**src/sv/rsq_pkg.sv**
```systemverilog
// Shared types, constants and widening tables for the RGB565 resize and int8 quantizer.
// Used by rsq_round and rgb565_resize_int8_quantizer_core; depends on nothing else.
`timescale 1ns / 1ps
`default_nettype none

package rsq_pkg;

   // Default geometry, handed to the top level parameters.
   localparam int SOURCE_WIDTH_DEF  = 240;
   localparam int SOURCE_HEIGHT_DEF = 240;
   localparam int OUT_SIZE_DEF      = 96;

   // Field widths.
   localparam int PIXEL_W     = 16;
   localparam int INV_SCALE_W = 24;
   localparam int ZP_W        = 8;
   localparam int Q_W         = 8;
   localparam int POS_W       = 7;
   localparam int PROD_W      = 32;
   localparam int CSR_INDEX_W = 1;

   // Register indexes of the configuration port.
   localparam logic [CSR_INDEX_W-1:0] CSR_INVERSE_SCALE = 1'b0;
   localparam logic [CSR_INDEX_W-1:0] CSR_ZERO_POINT    = 1'b1;

   localparam logic [INV_SCALE_W-1:0] INV_SCALE_RESET = 24'd8355840;
   localparam logic signed [ZP_W-1:0] ZP_RESET        = -8'sd1;

   // Half of the divisor 255 * 65536, added before the truncating divide.
   localparam logic [PROD_W:0] ROUND_HALF = 33'd8355840;

   typedef logic [7:0] widen5_tab_type [32];
   typedef logic [7:0] widen6_tab_type [64];

   function automatic widen5_tab_type build_widen5();
      widen5_tab_type t;
      for (int c = 0; c < 32; c++) begin
         t[c] = 8'((c * 255) / 31);
      end
      return t;
   endfunction

   function automatic widen6_tab_type build_widen6();
      widen6_tab_type t;
      for (int c = 0; c < 64; c++) begin
         t[c] = 8'((c * 255) / 63);
      end
      return t;
   endfunction

   localparam widen5_tab_type WIDEN5 = build_widen5();
   localparam widen6_tab_type WIDEN6 = build_widen6();

   // Magnitude of (2v - 255) * inverse_scale and the sign of (2v - 255).
   typedef struct packed {
      logic [PROD_W-1:0] prod;
      logic              neg;
   } chan_prod_type;

   // 2v - 255 is always odd: for v >= 128 it is {v[6:0], 1}, below that it is
   // the negation of {~v[6:0], 1}.
   function automatic chan_prod_type scale_chan(input logic [7:0] v,
                                                input logic [INV_SCALE_W-1:0] s);
      chan_prod_type res;
      logic [7:0]    mag;
      mag      = {(v[7] ? v[6:0] : ~v[6:0]), 1'b1};
      res.neg  = ~v[7];
      res.prod = {24'd0, mag} * {8'd0, s};
      return res;
   endfunction

endpackage

`default_nettype wire

```
**src/sv/rsq_round.sv**
```systemverilog
// One channel of the quantizer back end: divide by 255 * 65536 with rounding half
// away from zero, add the zero point and saturate to int8. Depends on rsq_pkg.
`timescale 1ns / 1ps
`default_nettype none

module rsq_round (
   input  rsq_pkg::chan_prod_type         chan,
   input  logic signed [rsq_pkg::ZP_W-1:0] zp_offset,
   output logic signed [rsq_pkg::Q_W-1:0]  q
);
   import rsq_pkg::*;

   logic [PROD_W:0]    sum_w;
   logic [16:0]        m;
   logic [25:0]        m257;
   logic [9:0]         r0;
   logic [17:0]        r255;
   logic [17:0]        rem;
   logic [9:0]         r;
   logic signed [11:0] mag_s;
   logic signed [11:0] qw;

   // floor(N / (255 * 2^16)) equals floor(floor(N / 2^16) / 255). The quotient by
   // 255 is estimated with 257 / 2^16, which is low by at most one, then fixed.
   always_comb begin
      sum_w = {1'b0, chan.prod} + ROUND_HALF;
      m     = sum_w[PROD_W:16];
      m257  = {9'd0, m} + {1'b0, m, 8'd0};
      r0    = m257[25:16];
      r255  = {r0, 8'd0} - {8'd0, r0};
      rem   = {1'b0, m} - r255;
      r     = (rem >= 18'd255) ? r0 + 10'd1 : r0;
      mag_s = $signed({2'b00, r});
      qw    = (chan.neg ? -mag_s : mag_s) + $signed({{4{zp_offset[ZP_W-1]}}, zp_offset});
      if (qw > 12'sd127) begin
         q = 8'sd127;
      end else if (qw < -12'sd128) begin
         q = -8'sd128;
      end else begin
         q = qw[Q_W-1:0];
      end
   end

endmodule

`default_nettype wire

```
**src/sv/rgb565_resize_int8_quantizer_core.sv**
```systemverilog
// A kept pixel goes through the stage-1 and output registers to rsp_tvalid. Throughput:
// one req beat per clock unless a stalled rsp side fills both registers; the sampling
// counters and the three channel multipliers sit before one pipeline register, rounding and
// saturation before the output register. Beats that are not sampled produce no rsp beat.
// Reset (synchronous): counters cleared, configuration at its defaults, and pixels
// are dropped until a beat with the start-of-frame flag arrives.
// Depends on rsq_pkg and rsq_round.
`timescale 1ns / 1ps
`default_nettype none

module rgb565_resize_int8_quantizer_core #(
   parameter int SOURCE_WIDTH  = rsq_pkg::SOURCE_WIDTH_DEF,
   parameter int SOURCE_HEIGHT = rsq_pkg::SOURCE_HEIGHT_DEF,
   parameter int OUT_SIZE      = rsq_pkg::OUT_SIZE_DEF
) (
   input  logic                              clock,
   input  logic                              reset,
   // Configuration port.
   input  logic                              csr_we,
   input  logic [rsq_pkg::CSR_INDEX_W-1:0]   csr_index,
   input  logic [rsq_pkg::INV_SCALE_W-1:0]   csr_wdata,
   // Source pixels.
   input  logic                              req_tvalid,
   output logic                              req_tready,
   input  logic [15:0]                       req_tdata,   // pixel[15:0]
   input  logic [0:0]                        req_tuser,   // start_of_frame[0]
   // Quantized pixels.
   output logic                              rsp_tvalid,
   input  logic                              rsp_tready,
   // red_q[7:0], green_q[15:8], blue_q[23:16], out_column[30:24], out_row[37:31], zero pad
   output logic [39:0]                       rsp_tdata,
   output logic                              rsp_tlast    // end_of_frame
);
   import rsq_pkg::*;

   localparam int COL_W = $clog2(SOURCE_WIDTH + 1);
   localparam int ROW_W = $clog2(SOURCE_HEIGHT + 1);
   localparam int DX_W  = $clog2(OUT_SIZE + 1);
   localparam int REM_W = $clog2(2 * OUT_SIZE);

   localparam int TX_STEP     = SOURCE_WIDTH / OUT_SIZE;
   localparam int TX_FRAC     = SOURCE_WIDTH % OUT_SIZE;
   localparam int TX_INIT     = (SOURCE_WIDTH / 2) / OUT_SIZE;
   localparam int TX_REM_INIT = (SOURCE_WIDTH / 2) % OUT_SIZE;
   localparam int TY_STEP     = SOURCE_HEIGHT / OUT_SIZE;
   localparam int TY_FRAC     = SOURCE_HEIGHT % OUT_SIZE;
   localparam int TY_INIT     = (SOURCE_HEIGHT / 2) / OUT_SIZE;
   localparam int TY_REM_INIT = (SOURCE_HEIGHT / 2) % OUT_SIZE;

   // Configuration.
   logic [INV_SCALE_W-1:0]   inv_scale_ff;
   logic signed [ZP_W-1:0]   zp_offset_ff;

   // Sampling state. tx/ty are the source column and row picked by the next output
   // position, kept as quotient and remainder of (d * SIZE + SIZE / 2) / OUT_SIZE.
   logic [COL_W-1:0] col_ff, col_in;
   logic [ROW_W-1:0] row_ff, row_in;
   logic [DX_W-1:0]  dx_ff, dx_in;
   logic [DX_W-1:0]  dy_ff, dy_in;
   logic [COL_W-1:0] tx_ff, tx_in;
   logic [ROW_W-1:0] ty_ff, ty_in;
   logic [REM_W-1:0] tx_rem_ff, tx_rem_in;
   logic [REM_W-1:0] ty_rem_ff, ty_rem_in;
   logic             done_ff, done_in;

   // Pipeline stage after the multipliers.
   logic             s1_valid_ff;
   chan_prod_type    s1_red_ff, s1_green_ff, s1_blue_ff;
   logic [POS_W-1:0] s1_col_ff, s1_row_ff;
   logic             s1_last_ff;

   // Output register.
   logic             rsp_valid_ff;
   logic [Q_W-1:0]   rsp_red_ff, rsp_green_ff, rsp_blue_ff;
   logic [POS_W-1:0] rsp_col_ff, rsp_row_ff;
   logic             rsp_last_ff;

   logic                    accept;
   logic                    s1_ready;
   logic                    rsp_ready;
   logic                    emit;
   logic                    last;
   logic [COL_W-1:0]        col_c;
   logic [ROW_W-1:0]        row_c;
   logic [DX_W-1:0]         dx_c, dy_c, dx_inc, dy_inc;
   logic [COL_W-1:0]        tx_c;
   logic [ROW_W-1:0]        ty_c;
   logic [REM_W-1:0]        tx_rem_c, ty_rem_c, tx_rem_sum, ty_rem_sum;
   logic                    tx_carry, ty_carry;
   logic [COL_W:0]          tx_sum;
   logic [ROW_W:0]          ty_sum;
   logic                    done_c;
   logic [COL_W-1:0]        col_inc;
   chan_prod_type           red_p, green_p, blue_p;
   logic signed [Q_W-1:0]   red_q, green_q, blue_q;

   assign rsp_ready  = !rsp_valid_ff || rsp_tready;
   assign s1_ready   = !s1_valid_ff || rsp_ready;
   assign req_tready = s1_ready;
   assign accept     = req_tvalid && s1_ready;

   // Sampling decision and counter update for the beat on the req side.
   always_comb begin
      if (req_tuser[0]) begin
         col_c    = '0;
         row_c    = '0;
         dx_c     = '0;
         dy_c     = '0;
         tx_c     = COL_W'(TX_INIT);
         ty_c     = ROW_W'(TY_INIT);
         tx_rem_c = REM_W'(TX_REM_INIT);
         ty_rem_c = REM_W'(TY_REM_INIT);
         done_c   = 1'b0;
      end else begin
         col_c    = col_ff;
         row_c    = row_ff;
         dx_c     = dx_ff;
         dy_c     = dy_ff;
         tx_c     = tx_ff;
         ty_c     = ty_ff;
         tx_rem_c = tx_rem_ff;
         ty_rem_c = ty_rem_ff;
         done_c   = done_ff;
      end

      dx_inc     = dx_c + DX_W'(1);
      dy_inc     = dy_c + DX_W'(1);
      tx_rem_sum = tx_rem_c + REM_W'(TX_FRAC);
      ty_rem_sum = ty_rem_c + REM_W'(TY_FRAC);
      tx_carry   = (tx_rem_sum >= REM_W'(OUT_SIZE));
      ty_carry   = (ty_rem_sum >= REM_W'(OUT_SIZE));
      tx_sum     = (COL_W + 1)'(tx_c) + (COL_W + 1)'(TX_STEP) + (COL_W + 1)'(tx_carry);
      ty_sum     = (ROW_W + 1)'(ty_c) + (ROW_W + 1)'(TY_STEP) + (ROW_W + 1)'(ty_carry);
      col_inc    = col_c + COL_W'(1);

      emit = !done_c && (row_c >= ty_c) && (col_c >= tx_c);
      last = 1'b0;

      col_in    = col_c;
      row_in    = row_c;
      dx_in     = dx_c;
      dy_in     = dy_c;
      tx_in     = tx_c;
      ty_in     = ty_c;
      tx_rem_in = tx_rem_c;
      ty_rem_in = ty_rem_c;
      done_in   = done_c;

      if (emit) begin
         if (dx_inc >= DX_W'(OUT_SIZE)) begin
            dx_in     = '0;
            tx_in     = COL_W'(TX_INIT);
            tx_rem_in = REM_W'(TX_REM_INIT);
            if (dy_inc >= DX_W'(OUT_SIZE)) begin
               dy_in     = '0;
               ty_in     = ROW_W'(TY_INIT);
               ty_rem_in = REM_W'(TY_REM_INIT);
               last      = 1'b1;
               done_in   = 1'b1;
            end else begin
               dy_in     = dy_inc;
               ty_in     = ty_sum[ROW_W-1:0];
               ty_rem_in = ty_carry ? ty_rem_sum - REM_W'(OUT_SIZE) : ty_rem_sum;
            end
         end else begin
            dx_in     = dx_inc;
            tx_in     = tx_sum[COL_W-1:0];
            tx_rem_in = tx_carry ? tx_rem_sum - REM_W'(OUT_SIZE) : tx_rem_sum;
         end
      end

      // A dropped beat outside a frame leaves the source position alone.
      if (!done_c) begin
         if (col_inc >= COL_W'(SOURCE_WIDTH)) begin
            col_in = '0;
            if (row_c < ROW_W'(SOURCE_HEIGHT)) begin
               row_in = row_c + ROW_W'(1);
            end
         end else begin
            col_in = col_inc;
         end
      end
   end

   always_comb begin
      red_p   = scale_chan(WIDEN5[req_tdata[15:11]], inv_scale_ff);
      green_p = scale_chan(WIDEN6[req_tdata[10:5]], inv_scale_ff);
      blue_p  = scale_chan(WIDEN5[req_tdata[4:0]], inv_scale_ff);
   end

   always_ff @(posedge clock) begin
      if (reset) begin
         inv_scale_ff <= INV_SCALE_RESET;
         zp_offset_ff <= ZP_RESET;
      end else if (csr_we) begin
         case (csr_index)
            CSR_INVERSE_SCALE: inv_scale_ff <= csr_wdata;
            CSR_ZERO_POINT:    zp_offset_ff <= csr_wdata[ZP_W-1:0];
            default: begin
            end
         endcase
      end
   end

   always_ff @(posedge clock) begin
      if (reset) begin
         col_ff    <= '0;
         row_ff    <= '0;
         dx_ff     <= '0;
         dy_ff     <= '0;
         tx_ff     <= COL_W'(TX_INIT);
         ty_ff     <= ROW_W'(TY_INIT);
         tx_rem_ff <= REM_W'(TX_REM_INIT);
         ty_rem_ff <= REM_W'(TY_REM_INIT);
         done_ff   <= 1'b1;
      end else if (accept) begin
         col_ff    <= col_in;
         row_ff    <= row_in;
         dx_ff     <= dx_in;
         dy_ff     <= dy_in;
         tx_ff     <= tx_in;
         ty_ff     <= ty_in;
         tx_rem_ff <= tx_rem_in;
         ty_rem_ff <= ty_rem_in;
         done_ff   <= done_in;
      end
   end

   always_ff @(posedge clock) begin
      if (reset) begin
         s1_valid_ff <= 1'b0;
      end else if (s1_ready) begin
         s1_valid_ff <= accept && emit;
      end
   end

   always_ff @(posedge clock) begin
      if (accept) begin
         s1_red_ff   <= red_p;
         s1_green_ff <= green_p;
         s1_blue_ff  <= blue_p;
         s1_col_ff   <= POS_W'(dx_c);
         s1_row_ff   <= POS_W'(dy_c);
         s1_last_ff  <= last;
      end
   end

   rsq_round u_round_red (
      .chan      (s1_red_ff),
      .zp_offset (zp_offset_ff),
      .q         (red_q)
   );

   rsq_round u_round_green (
      .chan      (s1_green_ff),
      .zp_offset (zp_offset_ff),
      .q         (green_q)
   );

   rsq_round u_round_blue (
      .chan      (s1_blue_ff),
      .zp_offset (zp_offset_ff),
      .q         (blue_q)
   );

   always_ff @(posedge clock) begin
      if (reset) begin
         rsp_valid_ff <= 1'b0;
      end else if (rsp_ready) begin
         rsp_valid_ff <= s1_valid_ff;
      end
   end

   always_ff @(posedge clock) begin
      if (rsp_ready && s1_valid_ff) begin
         rsp_red_ff   <= red_q;
         rsp_green_ff <= green_q;
         rsp_blue_ff  <= blue_q;
         rsp_col_ff   <= s1_col_ff;
         rsp_row_ff   <= s1_row_ff;
         rsp_last_ff  <= s1_last_ff;
      end
   end

   assign rsp_tvalid = rsp_valid_ff;
   assign rsp_tdata  = {2'b00, rsp_row_ff, rsp_col_ff, rsp_blue_ff, rsp_green_ff, rsp_red_ff};
   assign rsp_tlast  = rsp_last_ff;

endmodule

`default_nettype wire

```
**config.mk**
```make
export PLATFORM = sky130hd
export DESIGN_NAME = rgb565_resize_int8_quantizer_core
export DESIGN_NICKNAME = d
export VERILOG_FILES = /design/src/sv/rsq_pkg.sv /design/src/sv/rsq_round.sv /design/src/sv/rgb565_resize_int8_quantizer_core.sv
export SDC_FILE = /design/constraint.sdc
export NUM_CORES = 2
export LEC_CHECK = 0
export ABC_AREA = 1
export BUFFER_PORTS_ARGS = -buffer_cell sky130_fd_sc_hd__buf_2
export CORE_MARGIN = 10
export CORE_UTILIZATION = 66
export DETAILED_ROUTE_END_ITERATION = 8
export GPL_TIMING_DRIVEN = 0
export PLACE_DENSITY = 0.84
export SETUP_SLACK_MARGIN = 0.02
export SKIP_CTS_REPAIR_TIMING = 1
export SLEW_MARGIN = 20
export SYNTH_ARGS = -nofsm -noshare
export SYNTH_HDL_FRONTEND = slang
export SYNTH_SLANG_ARGS = --single-unit
```
**constraint.sdc**
```tcl
create_clock -name clock -period 10.8 [get_ports clock]
set_clock_uncertainty 0.2 [all_clocks]
set_input_delay 2.16 -clock clock [delete_from_list [all_inputs] [get_ports clock]]
set_output_delay 2.16 -clock clock [all_outputs]
set_load 0.01 [all_outputs]
```
# == Yosys cells after proc, flatten, opt, wreduce, memory -nomap -nowiden ==
# Memory sizes are Yosys's and may differ from the RTL's.
# Index checks and enable logic that the tools add are counted.
# word_totals
register_bits,250
rom_bits,1024
out_inout_bits,43
n_memories,3
# classes
add_sub_neg,33
n_mul,3
magnitude_cmp,20
muxes,53
n_bitwise,10
reduce_logical,13
# mem_list
memory,words,width,rd,rd_ports_with_merged_regs,write_ports,line_no,rtl
(name not given),64,8,1,0,0,rgb565_resize_int8_quantizer_core.sv:187,"green_p = scale_chan(WIDEN6[req_tdata[10:5]], inv_scale_ff);"
(name not given),32,8,1,0,0,rgb565_resize_int8_quantizer_core.sv:188,"blue_p = scale_chan(WIDEN5[req_tdata[4:0]], inv_scale_ff);"
(name not given),32,8,1,0,0,rgb565_resize_int8_quantizer_core.sv:186,"red_p = scale_chan(WIDEN5[req_tdata[15:11]], inv_scale_ff);"
# op_table
cell,n
$mux W8,32
$add A32 B23 Y33 const B,3
$mul A8 B24 Y32,3
$add A17 B25 Y26,3
$mux W7,10
$ge A18 B8 Y1 const B,3
$sub A17 B18 Y18,3
$sub A18 B10 Y18,3
$add A12 B8 Y12,3
$gt A12 B8 Y1 const B,3
$lt A12 B8 Y1 const B,3
$mux W12,3
$neg A10 Y12,3
$add A10 B1 Y10 const B,3
$mux W10,3
$ge A7 B7 Y1 const B,3
$not A7 Y7,3
$add A8 B1 Y8,2
$add A8 B1 Y8 const B,2
$add A8 B2 Y8 const B,2
$add A8 B6 Y8 const B,2
$ge A8 B7 Y1 const B,2
$ge A8 B8 Y1,2
$sub A8 B7 Y8 const B,2
other kinds (12),31

# == Longest topological paths before layout ==
# depth
ltp_word,11
depth_mapped,65
ltp_nobuf,65

# == By module ==
# Synthesis repeated with hierarchy kept, for this count alone.
# hier_totals
hier_cells,5279
area_unflattened_um2,38290.5
# by_module_without_submodules
module,n_inst,cells_per_inst,area_each_um2
rgb565_resize_int8_quantizer_core,1,3505,28352.2
rsq_round (u_round_blue ...),2,595,3316.9
rsq_round (u_round_red),1,584,3304.4

# == Worst setup path after synthesis ==
# No wires, ideal clock.
# synth_timing
kind,register to register
from,reg s1_red_ff[16] in the netlist's numbering
to,reg rsp_red_ff[0] (data pin)
setup_ns,0.253
t_arrival_ns,7.976
required_time_ns,10.347
path_slack_ns,2.371
path_stages_with_launch,60
n_path_buf,0
path_cell_list,edfxtp_1 > inv_1 > ha_1 > nand2_1 > nor2_2 > nand2_2 > nand4_2 > or2_2 > nor3b_1 > xor2_1 > ha_1 > a21oi_1 > inv_1 > nand2_1 > nand2_1 > o21bai_1 > a21oi_2 > inv_1 > (+24 left out) > inv_1 > ha_1 > nand3_1 > nand2_1 > a21oi_1 > o21bai_1 > a21oi_1 > o21ai_0 > nand3_1 > nand2_1 > a21oi_1 > o21bai_1 > xor2_1 > inv_1 > nand2_4 > nand2_2 > nand2_4 > nand2_1
# synth_via
elab_chain_cells,11
elab_cells_between_ends,13
cone_classes,7 x add/sub; 3 x order compare; 3 x mux
# synth_rtl
item,line_no,rtl
from (decl),rgb565_resize_int8_quantizer_core.sv:68,"chan_prod_type s1_red_ff, s1_green_ff, s1_blue_ff;"
from (signal assigned),rgb565_resize_int8_quantizer_core.sv:239,s1_red_ff <= red_p;
$add A32 B23 Y33 (*),rsq_round.sv:26,"sum_w = {1'b0, chan.prod} + ROUND_HALF;"
$add A17 B25 Y26,rsq_round.sv:28,"m257 = {9'd0, m} + {1'b0, m, 8'd0};"
$sub A18 B10 Y18,rsq_round.sv:30,"r255 = {r0, 8'd0} - {8'd0, r0};"
$sub A17 B18 Y18,rsq_round.sv:31,"rem = {1'b0, m} - r255;"
$ge A18 B8 Y1,rsq_round.sv:32,r = (rem >= 18'd255) ? r0 + 10'd1 : r0;
$mux W10 (*),rsq_round.sv:32,
$neg A10 Y12,rsq_round.sv:34,"qw = (chan.neg ? -mag_s : mag_s) + $signed({{4{zp_offset[ZP_W-1]}}, zp_offset});"
$mux W12 (*),rsq_round.sv:34,
$add A12 B8 Y12 (*),rsq_round.sv:34,
$lt A12 B8 Y1,rsq_round.sv:37,end else if (qw < -12'sd128) begin
$mux W8,rsq_round.sv:37,
to (signal assigned),rgb565_resize_int8_quantizer_core.sv:276,rsp_red_ff <= red_q;
to (decl),rgb565_resize_int8_quantizer_core.sv:74,"logic [Q_W-1:0] rsp_red_ff, rsp_green_ff, rsp_blue_ff;"
# Every way passes the cells marked *; elsewhere a longest branch is shown, timed or not.
# A chain may end at the register's enable or synchronous reset.

# == Worst setup path in the final report ==
# layout_timing
from,reg s1_red_ff[16] in the netlist's numbering
to,reg rsp_red_ff[5] (data pin)
# The elaborated chain is that of the path after synthesis.

==> metrics.cfg <==
[cts]
cts.sink_count = 205
clock-root-buffer = clkbuf_16
cts_tree = built
clockBufferDepth = 3
htree_num_levels = 1
insertion_delay_ns = 0.59
cts-buffers-inserted = 24
clk_pin_slew_ns = 0.06

[sta]
hold_violations = 0
setup_viol = 0
fmax_mhz = 102
slew_violations = 0
post-route-period-util = 0.908
fin_crit_ns = 9.81
rsz0062_at_grt = false
max_slew.worst_pin.slew_ns = 0.913
fin_tns_setup_ns = 0
relSlewSlack = 0.391

[final_layout]
n_fill_cell = 4274
multiInputGateArea_mm2 = 0.0258
nets = 5740
ff_latch_area_mm2 = 0.00518
drive_gt1_frac = 0.0590
area_growth_pct = 6.29

[floorplan]
start_util = 0.669
io_pins = 90
die_h_um = 251
rows = 84
design.die.area_mm2 = 0.0630
die_width_um = 251
fp.coreArea_mm2 = 0.0527

[route]
ant_nets = 0
routed_wl_mm = 94.3
routedWlPerCell_um = 16.7
drcViolationCount = 0
drtIter0Drc = 2754
vias = 31900
viasPerCell = 5.65
firstDrtPassIters = 6

[worst_hold_path]
whs_path_depth = 0
min_path_type = reg -> reg
holdCritStartpoint = s1_col_ff[5]
holdPathEnd = rsp_col_ff[5]

[global_routing]
grt_max_degree = 57
first_global_vias = 31500
overflow = 0
antenna_found_initial = 1
grt_pass1_wl_mm = 154
grt_usage = 0.297

[setup_path]
worstPathArrival_ns = 9.90
worstPathRequired_ns = 10.89
timing.rr.start = s1_red_ff[16]
max_stage_delay_ns = 0.50
end_kind = register
critPathSlowestCell = fa_1
r2r_slack_ns = 0.99
path_common_cell = nand2_1
criticalPathCategory = reg -> reg
path_max_fanout = 8
r2r_end = rsp_red_ff[5]
crit_path_start_kind = register
worstRegToRegCells = 59

[yosys]
yosysUniqueCellTypes = 68
async_flop_share = 0
synth_edf_count = 108
synth.largest_area_cell = fa_1
synth-seq-cells = 205
synth_area_per_cell_um2 = 7.29
synth_most_common_cell = nand2_1
synth_ff_type = edfxtp_1
synth.top_cells.by_count = nand2_1, inv_1, nor2_1
netlist_instances = 4834
ys_seq_area_frac = 0.147
yosysTopAreaCellShare = 0.227
ys_warn_count = 0
synthTopCellsByArea = fa_1, ha_1, nand2_1
syn-cell-area_mm2 = 0.0352

[place]
place_hpwl_mm = 77.5
gp_congestion = 0.988
numPortBuffers = 86

[run_status]
outcome = finished, final reports clean

[job]
cap_violations = 0

worst max-delay path, delay by kind of cell (launching register included):
kind            cells  cell delay [ns]
compound gates      9             1.47
simple gates       33             3.83
fa+ha+maj           7             2.34
flops               1             0.32
xor+xnor            2             0.75
buf+inv             8             0.65
worst max-delay path by stage:
stage | depth (start not counted) | from | to | slack, ns
after floorplan | 59 | s1_red_ff[16] | rsp_red_ff[0] | 2.37
after global placement | 56 | s1_blue_ff[16] | rsp_blue_ff[6] | 1.10
after detailed placement | 56 | s1_blue_ff[16] | rsp_blue_ff[6] | 0.93
after CTS | 56 | s1_blue_ff[16] | rsp_blue_ff[6] | 0.90
after global routing | 58 | s1_red_ff[16] | rsp_red_ff[6] | 0.06
final | 59 | s1_red_ff[16] | rsp_red_ff[5] | 0.99
per-layer routing:
layer	global-route usage	share of wire
met5	0.0162	0.0015
met4	0.0983	0.038
met3	0.0911	0.11
met2	0.478	0.45
met1	0.373	0.40
kinds of logic (layout without fill, tap and decap cells):
| logic type | count (synthesis) | after routing | synth area share |
|---|---|---|---|
| simple gates | 2016 | 2016 | 0.247 |
| buf+inv | 1140 | 1271 | 0.122 |
| fa+ha+maj | 744 | 744 | 0.349 |
| compound gates | 547 | 547 | 0.0886 |
| flops | 205 | 205 | 0.147 |
| xor+xnor | 181 | 181 | 0.0458 |
| other cells | 1 | 4 | 0.000106 |
cell type report:
cell class                 instances  share of cell area
sequential                       205               0.139
buffer                           126              0.0135
tap                              688              0.0230
timing repair buffer              88              0.0130
inverter                        1014               0.102
multi-input combinational       3490               0.688
clock inverter                    15             0.00561
antenna                            2            0.000134
clock buffer                      28              0.0167
metrics by stage:
stage	setup slack, ns	instance area (um^2)	util	cells	hold WS, ns
floorplan	2.37	35200	-	4835	0.200
global placement	1.10	36500	0.693	5609	0.202
detailed placement	0.929	36600	0.695	5611	0.212
CTS	0.901	37400	0.711	5654	0.226
global route	0.0589	37400	0.711	5655	0.232
finish	0.989	37400	0.711	5656	0.225
flip-flops by register name (all words and copies together) (netlist names), 8 cells and up:
register and flops:
s1_blue_ff 18, tx_ff 8, tx_rem_ff 8, ty_ff 8, s1_green_ff 18, row_ff 8
rsp_green_ff 8, s1_red_ff 18, col_ff 8, rsp_blue_ff 8, rsp_red_ff 8, ty_rem_ff 8
zp_offset_ff 8, inv_scale_ff 24
placed cells by master, fill, tap and decap left out, drive strengths merged, types with 6 or more instances in the layout:
master / synthesis / routed
a211oi: 7 / 7
a21boi: 8 / 8
a21o: 15 / 15
a21oi: 253 / 253
a221oi: 6 / 6
a31oi: 9 / 9
and2: 9 / 9
buf: 8 / 96
clkbuf: 118 / 146
clkinv: 11 / 19
dfxtp: 97 / 97
edfxtp: 108 / 108
fa: 399 / 399
ha: 345 / 345
inv: 1003 / 1004
nand2: 1115 / 1115
nand3: 203 / 203
nand3b: 15 / 15
nand4: 62 / 62
nor2: 519 / 519
nor3: 50 / 50
nor4: 8 / 8
o211ai: 30 / 30
o21a: 13 / 13
o21ai: 165 / 165
o21bai: 17 / 17
or2: 23 / 23
xnor2: 30 / 30
xor2: 151 / 151
Power is not shown: default switching activity piles up to over one toggle a cycle in this logic, so the estimate is an artifact.
